--- config.mk ---
export PLATFORM = sky130hd
export DESIGN_NAME = line_rasterizer_top_flat
export DESIGN_NICKNAME = d
export VERILOG_FILES = /design/src/lrast_pkg.sv /design/src/lrast_req_if.sv /design/src/lrast_rsp_if.sv /design/src/lrast_setup.sv /design/src/lrast_step.sv /design/src/line_rasterizer_top.sv /design/src/flat_wrapper.sv
export SDC_FILE = /design/constraint.sdc
export NUM_CORES = 1
export LEC_CHECK = 0
export BUFFER_PORTS_ARGS = -buffer_cell sky130_fd_sc_hd__buf_4
export CAP_MARGIN = 20
export CORE_AREA = 2 2 140 170
export DETAILED_ROUTE_END_ITERATION = 8
export DIE_AREA = 0 0 142 172
export GPL_TIMING_DRIVEN = 0
export MAX_ROUTING_LAYER = met4
export PLACE_DENSITY = 0.57
export SLEW_MARGIN = 20
export SYNTH_ARGS = -nofsm -noshare
export SYNTH_HDL_FRONTEND = slang
export SYNTH_SLANG_ARGS = --single-unit
--- constraint.sdc ---
create_clock -name clock -period 19.99 [get_ports clock]
set_clock_uncertainty 0.05 [all_clocks]
set_input_delay 3.998 -clock clock [delete_from_list [all_inputs] [get_ports clock]]
set_output_delay 3.998 -clock clock [all_outputs]
set_load 0.05 [all_outputs]
--- src/lrast_pkg.sv ---
`default_nettype none

package lrast_pkg;

   // fixed payload widths
   localparam int COLOR_W = 24;

   // action codes carried on the request beat
   typedef enum logic {
      ACT_START = 1'b0,
      ACT_STEP  = 1'b1
   } act_type;

   // octant flags kept for the line in progress
   typedef struct packed {
      logic y_major;
      logic y_neg;
   } dirs_type;

endpackage

`default_nettype wire

--- src/lrast_req_if.sv ---
`default_nettype none

interface lrast_req_if #(
   parameter int COORD_W = 9
) ();
   import lrast_pkg::*;

   logic               valid;
   logic               ready;
   logic               action;
   logic [COORD_W-1:0] start_x;
   logic [COORD_W-1:0] start_y;
   logic [COORD_W-1:0] end_x;
   logic [COORD_W-1:0] end_y;
   logic [COLOR_W-1:0] color;

   modport source (
      output valid, action, start_x, start_y, end_x, end_y, color,
      input  ready
   );

   modport sink (
      input  valid, action, start_x, start_y, end_x, end_y, color,
      output ready
   );
endinterface

`default_nettype wire

--- src/lrast_rsp_if.sv ---
`default_nettype none

interface lrast_rsp_if #(
   parameter int COORD_W = 9
) ();
   import lrast_pkg::*;

   logic               valid;
   logic               ready;
   logic [COORD_W-1:0] pixel_x;
   logic [COORD_W-1:0] pixel_y;
   logic [COLOR_W-1:0] pixel_color;
   logic               last_pixel;

   modport source (
      output valid, pixel_x, pixel_y, pixel_color, last_pixel,
      input  ready
   );

   modport sink (
      input  valid, pixel_x, pixel_y, pixel_color, last_pixel,
      output ready
   );
endinterface

`default_nettype wire

--- src/lrast_setup.sv ---
`default_nettype none

module lrast_setup #(
   parameter int COORD_W = 9
) (
   input  wire logic [COORD_W-1:0]   x0,
   input  wire logic [COORD_W-1:0]   y0,
   input  wire logic [COORD_W-1:0]   x1,
   input  wire logic [COORD_W-1:0]   y1,
   output logic [COORD_W-1:0]        first_x,
   output logic [COORD_W-1:0]        first_y,
   output logic [COORD_W-1:0]        stop_major,
   output logic [COORD_W-1:0]        delta_major,
   output logic [COORD_W-1:0]        delta_minor,
   output logic signed [COORD_W+2:0] error_init,
   output lrast_pkg::dirs_type       dirs
);
   import lrast_pkg::*;

   logic               swap;
   logic [COORD_W-1:0] ax, ay, bx, by;
   logic [COORD_W-1:0] dx, dy;
   logic               yneg;
   logic               ymaj;

   always_comb begin
      // walk left to right: swap when the first endpoint lies to the right
      swap = (x0 > x1);
      ax   = swap ? x1 : x0;
      ay   = swap ? y1 : y0;
      bx   = swap ? x0 : x1;
      by   = swap ? y0 : y1;
      dx   = bx - ax;
      yneg = (by < ay);
      dy   = yneg ? (ay - by) : (by - ay);
      ymaj = (dy > dx);

      first_x      = ax;
      first_y      = ay;
      dirs.y_major = ymaj;
      dirs.y_neg   = yneg;
      delta_major  = ymaj ? dy : dx;
      delta_minor  = ymaj ? dx : dy;
      stop_major   = ymaj ? by : bx;
      error_init   = signed'({2'b00, delta_minor, 1'b0}) - signed'({3'b000, delta_major});
   end
endmodule

`default_nettype wire

--- src/lrast_step.sv ---
`default_nettype none

module lrast_step #(
   parameter int COORD_W = 9
) (
   input  wire logic [COORD_W-1:0]        cur_x,
   input  wire logic [COORD_W-1:0]        cur_y,
   input  wire logic signed [COORD_W+2:0] error_term,
   input  wire logic [COORD_W-1:0]        delta_major,
   input  wire logic [COORD_W-1:0]        delta_minor,
   input  wire lrast_pkg::dirs_type       dirs,
   output logic [COORD_W-1:0]             next_x,
   output logic [COORD_W-1:0]             next_y,
   output logic signed [COORD_W+2:0]      next_error
);
   import lrast_pkg::*;

   localparam logic [COORD_W-1:0] ONE = COORD_W'(1);

   logic                      minor_move;
   logic signed [COORD_W+2:0] two_major;
   logic signed [COORD_W+2:0] two_minor;
   logic [COORD_W-1:0]        x_inc;
   logic [COORD_W-1:0]        y_adv;

   always_comb begin
      // midpoint decision: a tie keeps the minor axis
      minor_move = (error_term > 0);
      two_major  = signed'({2'b00, delta_major, 1'b0});
      two_minor  = signed'({2'b00, delta_minor, 1'b0});
      next_error = error_term + two_minor - (minor_move ? two_major : '0);

      x_inc = cur_x + ONE;
      y_adv = dirs.y_neg ? (cur_y - ONE) : (cur_y + ONE);

      if (dirs.y_major) begin
         next_y = y_adv;
         next_x = minor_move ? x_inc : cur_x;
      end else begin
         next_x = x_inc;
         next_y = minor_move ? y_adv : cur_y;
      end
   end
endmodule

`default_nettype wire

--- src/line_rasterizer_top.sv ---
// Midpoint line rasterizer, all octants, both endpoints drawn. A start beat
// (action 0) takes two endpoints and a colour and yields the first pixel; each
// step beat (action 1) yields the next pixel along the line, and the pixel on
// the far endpoint carries last_pixel. A step beat with no line in progress is
// consumed and yields nothing. A start beat always abandons any line still in
// progress. Lines are drawn left to right, so for a right-to-left line the
// first pixel is the second endpoint. Rate: one beat per clock while the response
// side keeps taking beats; a request beat is held in the request register and its
// response beat in the response register, and the pace is set by the error-term
// update loop between the two. Coordinates are $clog2(SCREEN_SIZE) bits wide.
`default_nettype none

module line_rasterizer_top #(
   parameter int SCREEN_SIZE = 512
) (
   input  wire logic   clock,
   input  wire logic   reset,
   lrast_req_if.sink   req_bus,
   lrast_rsp_if.source rsp_bus
);
   import lrast_pkg::*;

   localparam int COORD_W = $clog2(SCREEN_SIZE);
   localparam int ERR_W   = COORD_W + 3;

   // request register
   logic               in_valid_ff, in_valid_in;
   logic               in_action_ff;
   logic [COORD_W-1:0] in_x0_ff, in_y0_ff, in_x1_ff, in_y1_ff;
   logic [COLOR_W-1:0] in_color_ff;

   // line state
   logic                    active_ff, active_in;
   logic [COORD_W-1:0]      cur_x_ff, cur_x_in;
   logic [COORD_W-1:0]      cur_y_ff, cur_y_in;
   logic [COORD_W-1:0]      stop_ff, stop_in;
   logic [COORD_W-1:0]      dmaj_ff, dmaj_in;
   logic [COORD_W-1:0]      dmin_ff, dmin_in;
   logic signed [ERR_W-1:0] err_ff, err_in;
   dirs_type                dirs_ff, dirs_in;
   logic [COLOR_W-1:0]      color_ff, color_in;

   // response register
   logic               out_valid_ff, out_valid_in;
   logic [COORD_W-1:0] out_x_ff, out_y_ff;
   logic [COLOR_W-1:0] out_color_ff;
   logic               out_last_ff, out_last_in;

   // setup and step results
   logic [COORD_W-1:0]      su_x, su_y, su_stop, su_dmaj, su_dmin;
   logic signed [ERR_W-1:0] su_err;
   dirs_type                su_dirs;
   logic [COORD_W-1:0]      st_x, st_y;
   logic signed [ERR_W-1:0] st_err;

   logic is_start;
   logic produces;
   logic out_free;
   logic advance;
   logic req_beat;

   lrast_setup #(
      .COORD_W (COORD_W)
   ) u_setup (
      .x0          (in_x0_ff),
      .y0          (in_y0_ff),
      .x1          (in_x1_ff),
      .y1          (in_y1_ff),
      .first_x     (su_x),
      .first_y     (su_y),
      .stop_major  (su_stop),
      .delta_major (su_dmaj),
      .delta_minor (su_dmin),
      .error_init  (su_err),
      .dirs        (su_dirs)
   );

   lrast_step #(
      .COORD_W (COORD_W)
   ) u_step (
      .cur_x       (cur_x_ff),
      .cur_y       (cur_y_ff),
      .error_term  (err_ff),
      .delta_major (dmaj_ff),
      .delta_minor (dmin_ff),
      .dirs        (dirs_ff),
      .next_x      (st_x),
      .next_y      (st_y),
      .next_error  (st_err)
   );

   // handshake: the held beat retires when it yields nothing or the
   // response register has room, so a stalled response never blocks a
   // step beat on an idle line
   always_comb begin
      is_start  = (in_action_ff == ACT_START);
      produces  = is_start || active_ff;
      out_free  = !out_valid_ff || rsp_bus.ready;
      advance   = in_valid_ff && (!produces || out_free);
      req_bus.ready = !in_valid_ff || advance;
      req_beat  = req_bus.valid && req_bus.ready;

      if (req_beat) begin
         in_valid_in = 1'b1;
      end else if (advance) begin
         in_valid_in = 1'b0;
      end else begin
         in_valid_in = in_valid_ff;
      end
   end

   // next line state: load from setup on start, advance on step
   always_comb begin
      cur_x_in  = cur_x_ff;
      cur_y_in  = cur_y_ff;
      stop_in   = stop_ff;
      dmaj_in   = dmaj_ff;
      dmin_in   = dmin_ff;
      err_in    = err_ff;
      dirs_in   = dirs_ff;
      color_in  = color_ff;
      if (is_start) begin
         cur_x_in = su_x;
         cur_y_in = su_y;
         stop_in  = su_stop;
         dmaj_in  = su_dmaj;
         dmin_in  = su_dmin;
         err_in   = su_err;
         dirs_in  = su_dirs;
         color_in = in_color_ff;
      end else begin
         cur_x_in = st_x;
         cur_y_in = st_y;
         err_in   = st_err;
      end

      // last pixel once the major axis reaches the far endpoint
      out_last_in = dirs_in.y_major ? (cur_y_in == stop_in) : (cur_x_in == stop_in);
      active_in   = !out_last_in;

      if (advance && produces) begin
         out_valid_in = 1'b1;
      end else if (rsp_bus.ready) begin
         out_valid_in = 1'b0;
      end else begin
         out_valid_in = out_valid_ff;
      end
   end

   always_ff @(posedge clock) begin
      if (reset) begin
         in_valid_ff  <= 1'b0;
         out_valid_ff <= 1'b0;
         active_ff    <= 1'b0;
      end else begin
         in_valid_ff  <= in_valid_in;
         out_valid_ff <= out_valid_in;
         if (advance && produces) begin
            active_ff <= active_in;
         end
      end
   end

   // payload registers
   always_ff @(posedge clock) begin
      if (req_beat) begin
         in_action_ff <= req_bus.action;
         in_x0_ff     <= req_bus.start_x;
         in_y0_ff     <= req_bus.start_y;
         in_x1_ff     <= req_bus.end_x;
         in_y1_ff     <= req_bus.end_y;
         in_color_ff  <= req_bus.color;
      end
      if (advance && produces) begin
         cur_x_ff     <= cur_x_in;
         cur_y_ff     <= cur_y_in;
         stop_ff      <= stop_in;
         dmaj_ff      <= dmaj_in;
         dmin_ff      <= dmin_in;
         err_ff       <= err_in;
         dirs_ff      <= dirs_in;
         color_ff     <= color_in;
         out_x_ff     <= cur_x_in;
         out_y_ff     <= cur_y_in;
         out_color_ff <= color_in;
         out_last_ff  <= out_last_in;
      end
   end

   assign rsp_bus.valid       = out_valid_ff;
   assign rsp_bus.pixel_x     = out_x_ff;
   assign rsp_bus.pixel_y     = out_y_ff;
   assign rsp_bus.pixel_color = out_color_ff;
   assign rsp_bus.last_pixel  = out_last_ff;
endmodule

`default_nettype wire

--- src/flat_wrapper.sv ---
// flat-port wrapper written by rule: the top's interface ports become plain ports
module line_rasterizer_top_flat import lrast_pkg::*;
#(
   parameter int SCREEN_SIZE = 512
)
  (clock, reset, req_bus_valid, req_bus_action, req_bus_start_x, req_bus_start_y, req_bus_end_x, req_bus_end_y, req_bus_color, req_bus_ready, rsp_bus_valid, rsp_bus_pixel_x, rsp_bus_pixel_y, rsp_bus_pixel_color, rsp_bus_last_pixel, rsp_bus_ready);
  lrast_req_if req_bus_i ();
  lrast_rsp_if rsp_bus_i ();
  input  wire logic clock;
  input  wire logic reset;
  input wire logic [$bits(req_bus_i.valid)-1:0] req_bus_valid;
  input wire logic [$bits(req_bus_i.action)-1:0] req_bus_action;
  input wire logic [$bits(req_bus_i.start_x)-1:0] req_bus_start_x;
  input wire logic [$bits(req_bus_i.start_y)-1:0] req_bus_start_y;
  input wire logic [$bits(req_bus_i.end_x)-1:0] req_bus_end_x;
  input wire logic [$bits(req_bus_i.end_y)-1:0] req_bus_end_y;
  input wire logic [$bits(req_bus_i.color)-1:0] req_bus_color;
  output wire logic [$bits(req_bus_i.ready)-1:0] req_bus_ready;
  output wire logic [$bits(rsp_bus_i.valid)-1:0] rsp_bus_valid;
  output wire logic [$bits(rsp_bus_i.pixel_x)-1:0] rsp_bus_pixel_x;
  output wire logic [$bits(rsp_bus_i.pixel_y)-1:0] rsp_bus_pixel_y;
  output wire logic [$bits(rsp_bus_i.pixel_color)-1:0] rsp_bus_pixel_color;
  output wire logic [$bits(rsp_bus_i.last_pixel)-1:0] rsp_bus_last_pixel;
  input wire logic [$bits(rsp_bus_i.ready)-1:0] rsp_bus_ready;
  assign req_bus_i.valid = req_bus_valid;
  assign req_bus_i.action = req_bus_action;
  assign req_bus_i.start_x = req_bus_start_x;
  assign req_bus_i.start_y = req_bus_start_y;
  assign req_bus_i.end_x = req_bus_end_x;
  assign req_bus_i.end_y = req_bus_end_y;
  assign req_bus_i.color = req_bus_color;
  assign req_bus_ready = req_bus_i.ready;
  assign rsp_bus_valid = rsp_bus_i.valid;
  assign rsp_bus_pixel_x = rsp_bus_i.pixel_x;
  assign rsp_bus_pixel_y = rsp_bus_i.pixel_y;
  assign rsp_bus_pixel_color = rsp_bus_i.pixel_color;
  assign rsp_bus_last_pixel = rsp_bus_i.last_pixel;
  assign rsp_bus_i.ready = rsp_bus_ready;
  line_rasterizer_top #(.SCREEN_SIZE(SCREEN_SIZE)) u_core (.clock(clock), .reset(reset), .req_bus(req_bus_i), .rsp_bus(rsp_bus_i));
endmodule
==> results of run 1 <==
==> cells in the mapped netlist, drive strengths merged, types with 14 or more instances <==
master and n:
nand3 34, a21oi 54, inv 93, edfxtp 145
o21ai 68, nand2b 16, nand2 61, nor2 44
clkbuf 29, and2 17, xnor2 25, a211oi 14
nor3 21, ha 47, a31oi 17, xor2 16
mux2i 26
==> state kept, by name, indices dropped and copies added, names as in the netlist <==
| register | count |
|---|---|
| u_core.in_action_ff | 1 |
| u_core.stop_ff | 9 |
| u_core.dmaj_ff | 9 |
| u_core.in_x1_ff | 9 |
| u_core.cur_y_ff | 9 |
| u_core.in_color_ff | 24 |
| u_core.dirs_ff | 2 |
| u_core.in_valid_ff | 1 |
| u_core.rsp_bus.valid | 1 |
| u_core.in_y1_ff | 9 |
| u_core.in_y0_ff | 9 |
| u_core.in_x0_ff | 9 |
| u_core.err_ff | 12 |
| u_core.cur_x_ff | 9 |
| u_core.dmin_ff | 9 |
| u_core.rsp_bus.last_pixel | 1 |
| u_core.active_ff | 1 |
| u_core.color_ff | 24 |
==> cell type report <==
class	instances	area (sq um)
Fill cell	2142	11300
Multi-Input combinational cell	668	4750
Sequential cell	148	4410
Timing Repair Buffer	116	907
Clock buffer	17	425
Tap cell	283	354
Inverter	93	349
Buffer	42	186
Clock inverter	15	143
==> stage by stage <==
stage               worst slack [ps]  area (sq um)  std cells  power, mW
detailed placement             10010         11000       1350       1.02
global placement               10030         10900       1343       1.02
floorplan                      11450          9680        951      0.864
CTS                             9960         11500       1382       1.34
finish                          9790         11500       1382       1.33
global route                    9020         11500       1382       1.43
==> cell families after synthesis <==
logic type | Yosys count
muxes | 32
AOI/OAI and AO/OA | 270
adders and majority gates | 68
xor gates and xnor gates | 41
and+or+nand+nor | 257
DFF | 148
buffers and inverters | 135
==> how the worst max path moves through the flow <==
stage / to / slack (ps)
global placement: u_core.err_ff[10]$_DFFE_PP_ / 10030
floorplan: req_bus_ready / 11450
finish: u_core.err_ff[10]$_DFFE_PP_ / 9790
CTS: u_core.err_ff[10]$_DFFE_PP_ / 9960
detailed placement: u_core.err_ff[10]$_DFFE_PP_ / 10010
global route: u_core.err_ff[10]$_DFFE_PP_ / 9020
==> routing by layer <==
layer | routed length [microns] | GRT usage
met5 | 0 | -
met4 | 1290 | 0.107
met3 | 1570 | 0.0407
met2 | 13400 | 0.392
met1 | 12100 | 0.301
==> critical path: cells and delay by family (launching register included) <==
family          cells  cell delay, ps
fa+ha+maj           4            1430
flops               1             480
simple gates        9            2150
xor+xnor            1             180
buf+inv             6            1840
compound gates     16            3800
==> power by group <==
part           internal, mW  switching, mW  total, mW
logic                 0.246          0.373      0.619
registers             0.387         0.0155      0.403
clock network         0.165          0.146      0.311
==> flow_metrics.env, run 1 <==
export IMPL_outcome="finished, final reports clean"
export IMPL_max_stage_delay_ps=800
export IMPL_r2r_start="u_core.in_x1_ff[6]$_DFFE_PP_"
export IMPL_rsz0062_at_grt="false"
export IMPL_cts_setup_buffers=0
export IMPL_final_nets=1210
export IMPL_portBuffers=109
export IMPL_area_growth_pct=19.0
export IMPL_post_route_drc_count=0
export IMPL_hold_violations=0
export IMPL_yosys_area_share_xor_xnor=0.0386
export IMPL_htree_levels=4
export IMPL_hp_class="flop to flop"
export IMPL_fin_crit_sh=0.510
export IMPL_grt_pass1_vias=7820
export IMPL_grt_usage=0.243
export IMPL_tritoncts="done"
export IMPL_synth_seq_cells=148
export IMPL_hp_start="u_core.in_color_ff[17]$_DFFE_PP_"
export IMPL_worst_pin_slew_ps=1070
export IMPL_timing_rr_end="u_core.err_ff[10]$_DFFE_PP_"
export IMPL_die_h_microns=172
export IMPL_synthSimpleGateAreaFrac=0.136
export IMPL_final_common_cell="edfxtp_1"
export IMPL_antenna_left=0
export IMPL_grt_pass1_wl_mm=43.4
export IMPL_irDropWorstVdd_uv=56.5
export IMPL_cts_made_buffers=17
export IMPL_r2r_setup_slack_ps=9790
export IMPL_clock_sinks=148
export IMPL_synth_top_area_frac=0.450
export IMPL_worst_path_most_repeated_cell="a21oi_1"
export IMPL_synth_edf_count=145
export IMPL_drv_slew=0
export IMPL_ys_async_sr_fraction=0
export IMPL_finalSetupTns_ps=0
export IMPL_crit_type="flop to flop"
export IMPL_hpwl_mm=21.8
export IMPL_synth_fp_nets=1075
export IMPL_overflow=0
export IMPL_synth_top_family_by_area="compound AO/OA/AOI/OAI gates"
export IMPL_final_cell_mix="145 x edfxtp_1, 116 x buf_4, 90 x inv_1"
export IMPL_cp_start_kind="flop"
export IMPL_vias=7977
export IMPL_fp_dieArea_sq_mm=0.0244
export IMPL_rows=61
export IMPL_firstDrtPassIters=5
export IMPL_routedWlPerCell_microns=20.6
export IMPL_ys_flop_type="edfxtp_1"
export IMPL_cts_max_path_buffers=2
export IMPL_worstHoldEndpoint="u_core.color_ff[17]$_DFFE_PP_"
export IMPL_drt_wl_total_mm=28.4
export IMPL_netlist_instances=951
export IMPL_arrival_ps=10320
export IMPL_powerDensity_mw_per_mm2=116
export IMPL_muxShareOfSynthArea=0.0339
export IMPL_leakage_nw=4.58
export IMPL_cts_resized=0
export IMPL_ys_types=79
export IMPL_drive_above_1_share=0.173
export IMPL_r2r_cells=36
export IMPL_yosysSeqAreaShare=0.456
export IMPL_core_area_sq_mm=0.0228
export IMPL_final_util=0.505
export IMPL_antenna_found_initial=0
export IMPL_synth_compound_area_frac=0.185
export IMPL_finalSetupViolCount=0
export IMPL_hold_ws_ps=369
export IMPL_die_x_microns=142
export IMPL_slew_headroom=0.285
export IMPL_syn_area_sq_mm=0.00968
export IMPL_cp_data_required_time_ps=20110
export IMPL_clkLatencyLatePin_ps=430
export IMPL_ys_warn_count=0
export IMPL_whs_path_depth=0
export IMPL_synth_fa_ha_area_frac=0.0951
export IMPL_drv_cap=0
export IMPL_period_needed_ps=10200
export IMPL_synth_largest_area_cell="edfxtp_1"
export IMPL_io_pin_count=110
export IMPL_path_max_fanout=10
export IMPL_vias_per_cell=5.77
export IMPL_diodes=0
export IMPL_avgSynthCellArea_sq_um=10.2
export IMPL_startpoint="u_core.in_x1_ff[6]$_DFFE_PP_"
export IMPL_crit_slowest_cell="a21oi_1"
export IMPL_synth_area_top_cells="edfxtp_1 45%, ha_1 6.1%, inv_1 3.5%"
export IMPL_path_clk_slew_ps=70
export IMPL_cts_root_buf="clkbuf_16"
export IMPL_cts_hold_buf=0
export IMPL_fmax_mhz=98.0
export IMPL_gp_congestion=0.941
export IMPL_drt_iter0_drc=698
export IMPL_grt_max_degree=56
export IMPL_start_util=0.424
export IMPL_worst_setup_path_end_kind="flop"
Note: power is estimated with default switching activity, not from simulation.
==> run 2: changes to the inputs <==
- clock period: 19.99 -> 9.45 ns (I/O delays scaled with it)
==> run 2 against run 1 <==
Core utilization is 0.13 points higher. Setup slack worse by 9000 ps. Maximum frequency is 17% higher. Combinational power is 110% higher. Register-to-register slack worse by 9000 ps. Count of clock-buffer cells in the layout stayed put. Cell count hardly changed. Total power is 110% higher. Critical path type unchanged.
==> flow_metrics.env, run 2 (synthesized netlist as in run 1, its figures left out) <==
export IMPL_grt_pass1_wl_mm=43.3
export IMPL_max_stage_delay_ps=500
export IMPL_drive_above_1_share=0.181
export IMPL_cts_root_buf="clkbuf_16"
export IMPL_final_cell_mix="145 x edfxtp_1, 117 x buf_4, 90 x inv_1"
export IMPL_finalSetupTns_ps=0
export IMPL_final_nets=1209
export IMPL_hp_start="u_core.in_color_ff[17]$_DFFE_PP_"
export IMPL_cp_start_kind="flop"
export IMPL_p_comb_frac=0.466
export IMPL_vias=8012
export IMPL_p_seq_frac=0.301
export IMPL_start_util=0.424
export IMPL_r2r_start="u_core.in_x1_ff[3]$_DFFE_PP_"
export IMPL_path_max_fanout=10
export IMPL_worstHoldEndpoint="u_core.color_ff[17]$_DFFE_PP_"
export IMPL_internal_power_mw=1.70
export IMPL_path_clk_slew_ps=70
export IMPL_cts_made_buffers=17
export IMPL_period_needed_ps=8710
export IMPL_finalSetupViolCount=0
export IMPL_finalWorstSetupSlack_ps=739
export IMPL_tritoncts="done"
export IMPL_gp_congestion=0.941
export IMPL_final_util=0.506
export IMPL_area_growth_pct=19.3
export IMPL_io_pin_count=110
export IMPL_timing_rr_end="u_core.err_ff[10]$_DFFE_PP_"
export IMPL_leakage_nw=4.60
export IMPL_antenna_found_initial=0
export IMPL_outcome="finished, final reports clean"
export IMPL_clkLatencyLatePin_ps=440
export IMPL_netSwitchingPower_mw=1.13
export IMPL_post_route_drc_count=0
export IMPL_die_h_microns=172
export IMPL_top_regs="u_core.color_ff: 24 flops, u_core.in_color_ff: 24 flops, u_core.err_ff: 12 flops"
export IMPL_drv_slew=0
export IMPL_worst_pin_slew_ps=1020
export IMPL_fin_crit_sh=0.922
export IMPL_fillCellCount=2141
export IMPL_die_x_microns=142
export IMPL_rsz0062_at_grt="false"
export IMPL_slew_headroom=0.316
export IMPL_hold_ws_ps=369
export IMPL_drt_wl_total_mm=28.4
export IMPL_diodes=0
export IMPL_cts_max_path_buffers=2
export IMPL_grtUsageMet3=0.0404
export IMPL_portBuffers=109
export IMPL_hold_violations=0
export IMPL_htree_levels=4
export IMPL_use_met2=0.391
export IMPL_grt_pass1_vias=7815
export IMPL_arrival_ps=8840
export IMPL_clock_sinks=148
export IMPL_r2r_cells=36
export IMPL_worst_setup_path_end_kind="flop"
export IMPL_powerDensity_mw_per_mm2=245
export IMPL_routedWlPerCell_microns=20.5
export IMPL_hpwl_mm=21.8
export IMPL_drt_iter0_drc=602
export IMPL_r2r_setup_slack_ps=740
export IMPL_core_area_sq_mm=0.0228
export IMPL_overflow=0
export IMPL_hp_class="flop to flop"
export IMPL_vias_per_cell=5.80
export IMPL_rows=61
export IMPL_irDropWorstVdd_uv=119
export IMPL_clkPwrFrac=0.233
export IMPL_grt_usage=0.242
export IMPL_fmax_mhz=115
export IMPL_crit_type="flop to flop"
export IMPL_pre_cts_slack_ps=-533
export IMPL_whs_path_depth=0
export IMPL_grt_use_met1=0.301
export IMPL_drv_cap=0
export IMPL_firstDrtPassIters=5
export IMPL_final_common_cell="edfxtp_1"
export IMPL_cp_data_required_time_ps=9570
export IMPL_grt_busiest_layer="met2"
export IMPL_crit_slowest_cell="edfxtp_1"
export IMPL_sw_frac_of_total=0.400
export IMPL_antenna_left=0
export IMPL_grt_max_degree=56
export IMPL_fp_dieArea_sq_mm=0.0244
[run 2: cell count changes in the layout (fill, tap and decap cells not counted), sizes merged]
| cell | before | now |
|---|---|---|
| clkbuf | 46 | 45 |
[run 2: power by group through the flow]
| stage | Sequential (mW) | Combinational, mW | Clock (mW) |
|---|---|---|---|
| finish | 0.852 | 1.32 | 0.660 |
| global route | 0.857 | 1.49 | 0.693 |
| detailed placement | 0.866 | 1.29 | 0 |
| global placement | 0.869 | 1.29 | 0 |
| floorplan | 0.875 | 0.953 | 0 |
| CTS | 0.852 | 1.31 | 0.674 |
[run 2: worst max path at each step]
| stage | startpoint | end | cells past startpoint |
|---|---|---|---|
| 2_1_floorplan | u_core.in_x1_ff[3]$_DFFE_PP_ | u_core.err_ff[10]$_DFFE_PP_ | 37 |
| 3_3_place_gp | u_core.in_x1_ff[6]$_DFFE_PP_ | u_core.err_ff[10]$_DFFE_PP_ | 36 |
| 3_5_place_dp | u_core.in_x1_ff[6]$_DFFE_PP_ | u_core.err_ff[10]$_DFFE_PP_ | 36 |
| 4_1_cts | u_core.in_x1_ff[6]$_DFFE_PP_ | u_core.err_ff[10]$_DFFE_PP_ | 37 |
| 5_1_grt | u_core.in_x1_ff[6]$_DFFE_PP_ | u_core.err_ff[10]$_DFFE_PP_ | 35 |
| 6_report | u_core.in_x1_ff[3]$_DFFE_PP_ | u_core.err_ff[10]$_DFFE_PP_ | 36 |
[run 2: final cells by class]
cell class | count | area, sq um | area share
clock buffers | 17 | 425 | 0.0368
multi-input cells | 668 | 4770 | 0.413
clock inverters | 15 | 143 | 0.0123
flip-flops and latches | 148 | 4410 | 0.382
inverters | 93 | 349 | 0.0302
well taps | 283 | 354 | 0.0306
plain buffers | 40 | 183 | 0.0158
repair buffers | 117 | 915 | 0.0792
[run 2: layer usage]
layer | share of wire | vias up
met5 | 0 | -
met4 | 0.041 | 0
met3 | 0.060 | 65
met2 | 0.48 | 328
met1 | 0.42 | 3796
li1 | - | 3823
[run 2: critical path, delay by kind of cell (launching register included)]
kind / cells / cell delay (ps)
AO/OA/AOI/OAI: 14 / 2750
AND/OR/NAND/NOR: 11 / 2530
adder cells (fa/ha/maj): 4 / 1320
buffers and inverters: 6 / 1120
flip-flops: 1 / 500
XOR/XNOR: 1 / 180
[run 2: metrics by stage]
| stage | cell area (sq um) | power (mW) | cells |
|---|---|---|---|
| global route | 11600 | 3.04 | 1381 |
| CTS | 11500 | 2.83 | 1381 |
| detailed placement | 11000 | 2.16 | 1350 |
| global placement | 10900 | 2.15 | 1343 |
| finish | 11600 | 2.83 | 1381 |
| floorplan | 9680 | 1.83 | 951 |
[run 2: timing repair]
item,4_1_cts,5_1_grt
hold buffers,0,0
pin swaps,0,1
resized for setup,1,12
setup endpoints to repair,6,6
buffers inserted,0,1
==> run 3: changes to the inputs <==
- PLACE_DENSITY: 0.57 -> 0.71
==> run 3 against run 2 <==
Global-route usage up 0.29 points. Flip-flop and latch count stayed put. Combinational power about the same. Setup slack got worse by 12 ps. Via count rose by 2.0%. Critical path depth unchanged. Largest cell class unchanged. Sequential share of layout area shrank 0.24 points. Total power up 2.5%. Count of clock-buffer cells in the layout stayed put.
==> flow_metrics.env, run 3 (synthesized netlist as in run 1, its figures left out) <==
export IMPL_outcome="finished, final reports clean"
export IMPL_r2r_cells=36
export IMPL_antenna_found_initial=0
export IMPL_grtUsageMet3=0.0446
export IMPL_hp_start="u_core.in_color_ff[14]$_DFFE_PP_"
export IMPL_vias_per_cell=5.91
export IMPL_overflow=0
export IMPL_io_pin_count=110
export IMPL_firstDrtPassIters=7
export IMPL_powerDensity_mw_per_mm2=250
export IMPL_grt_pass1_vias=7986
export IMPL_cp_data_required_time_ps=9660
export IMPL_period_needed_ps=8720
export IMPL_path_clk_slew_ps=80
export IMPL_tritoncts="done"
export IMPL_fin_crit_sh=0.923
export IMPL_die_h_microns=172
export IMPL_hpwl_mm=22.1
export IMPL_fillCellCount=2071
export IMPL_drv_cap=0
export IMPL_core_area_sq_mm=0.0228
export IMPL_top_regs="u_core.color_ff: 24 flops, u_core.in_color_ff: 24 flops, u_core.err_ff: 12 flops"
export IMPL_leakage_nw=4.64
export IMPL_cts_root_buf="clkbuf_16"
export IMPL_drive_above_1_share=0.184
export IMPL_diodes=0
export IMPL_r2r_setup_slack_ps=730
export IMPL_antenna_left=0
export IMPL_portBuffers=109
export IMPL_post_route_drc_count=0
export IMPL_grt_usage=0.245
export IMPL_max_stage_delay_ps=480
export IMPL_clkLatencyLatePin_ps=440
export IMPL_whs_path_depth=0
export IMPL_seq_area_sq_mm=0.00441
export IMPL_grt_pass1_wl_mm=43.7
export IMPL_timing_rr_end="u_core.err_ff[10]$_DFFE_PP_"
export IMPL_arrival_ps=8930
export IMPL_clock_sinks=148
export IMPL_vias=8174
export IMPL_hold_violations=0
export IMPL_cts_max_path_buffers=2
export IMPL_grt_busiest_layer="met2"
export IMPL_path_buf_inv=5
export IMPL_die_x_microns=142
export IMPL_htree_levels=4
export IMPL_fin_area_sq_mm=0.0116
export IMPL_finalWorstSetupSlack_ps=727
export IMPL_cp_start_kind="flop"
export IMPL_placed_area_sq_mm=0.0110
export IMPL_start_util=0.424
export IMPL_cts_made_buffers=17
export IMPL_final_nets=1211
export IMPL_finalSetupViolCount=0
export IMPL_slew_headroom=0.410
export IMPL_rows=61
export IMPL_grt_use_met1=0.286
export IMPL_worst_setup_path_end_kind="flop"
export IMPL_cts_hold_buf=0
export IMPL_finalSetupTns_ps=0
export IMPL_routedWlPerCell_microns=20.7
export IMPL_multi_input_area_sq_mm=0.00477
export IMPL_worst_pin_slew_ps=878
export IMPL_r2r_start="u_core.in_x1_ff[6]$_DFFE_PP_"
export IMPL_crit_family="compound AO/OA/AOI/OAI gates"
export IMPL_drv_slew=0
export IMPL_area_growth_pct=20.1
export IMPL_cp_depth=36
export IMPL_hp_class="flop to flop"
export IMPL_gp_congestion=0.973
export IMPL_final_cell_mix="145 x edfxtp_1, 118 x buf_4, 90 x inv_1"
export IMPL_crit_slowest_cell="edfxtp_1"
export IMPL_fp_dieArea_sq_mm=0.0244
export IMPL_final_common_cell="edfxtp_1"
export IMPL_use_met2=0.410
export IMPL_drt_iter0_drc=843
export IMPL_crit_type="flop to flop"
export IMPL_irDropWorstVdd_uv=132
export IMPL_grt_max_degree=58
export IMPL_path_max_fanout=10
export IMPL_startpoint="u_core.in_x1_ff[6]$_DFFE_PP_"
export IMPL_pre_cts_slack_ps=-505
export IMPL_fmax_mhz=115
export IMPL_drt_wl_total_mm=28.7
export IMPL_rsz0062_at_grt="false"
export IMPL_worstHoldEndpoint="u_core.color_ff[14]$_DFFE_PP_"
run 3: worst max path at each step:
stage,end,slack [ps]
finish,u_core.err_ff[10]$_DFFE_PP_,730
CTS,u_core.err_ff[10]$_DFFE_PP_,80
detailed placement,u_core.err_ff[10]$_DFFE_PP_,-500
floorplan,u_core.err_ff[10]$_DFFE_PP_,1920
global route,u_core.err_ff[10]$_DFFE_PP_,40
global placement,u_core.err_ff[10]$_DFFE_PP_,-430
run 3: what timing repair did:
item,in CTS,in global routing
pin swaps,0,1
endpoints found under the setup margin,6,6
buffers inserted,0,2
resized for setup,1,11
run 3: power by group:
| part | switching [mW] | total, mW | internal (mW) |
|---|---|---|---|
| sequential | 0.0331 | 0.852 | 0.819 |
| clock | 0.346 | 0.710 | 0.363 |
| combinational | 0.804 | 1.34 | 0.539 |
run 3: cell type report:
| class | count | area share |
|---|---|---|
| flip-flops and latches | 148 | 0.380 |
| well taps | 283 | 0.0304 |
| multi-input cells | 668 | 0.410 |
| plain buffers | 41 | 0.0161 |
| inverters | 93 | 0.0300 |
| clock buffers | 17 | 0.0366 |
| clock inverters | 15 | 0.0171 |
| repair buffers | 118 | 0.0799 |
run 3: metrics by stage:
stage	utilization	hold slack [ps]	instances	power, mW
3_3_place_gp	0.476	350	1343	2.13
5_1_grt	0.510	378	1383	3.08
2_1_floorplan	-	350	951	1.83
6_report	0.510	372	1383	2.91
4_1_cts	0.508	371	1381	2.88
3_5_place_dp	0.481	355	1350	2.16
run 3: routing by layer:
metal | wire length (microns) | vias to the layer above
met4 | 1210 | 0
met2 | 14000 | 410
met3 | 2150 | 71
li1 | - | 3838
met1 | 11300 | 3855
met5 | 0 | -
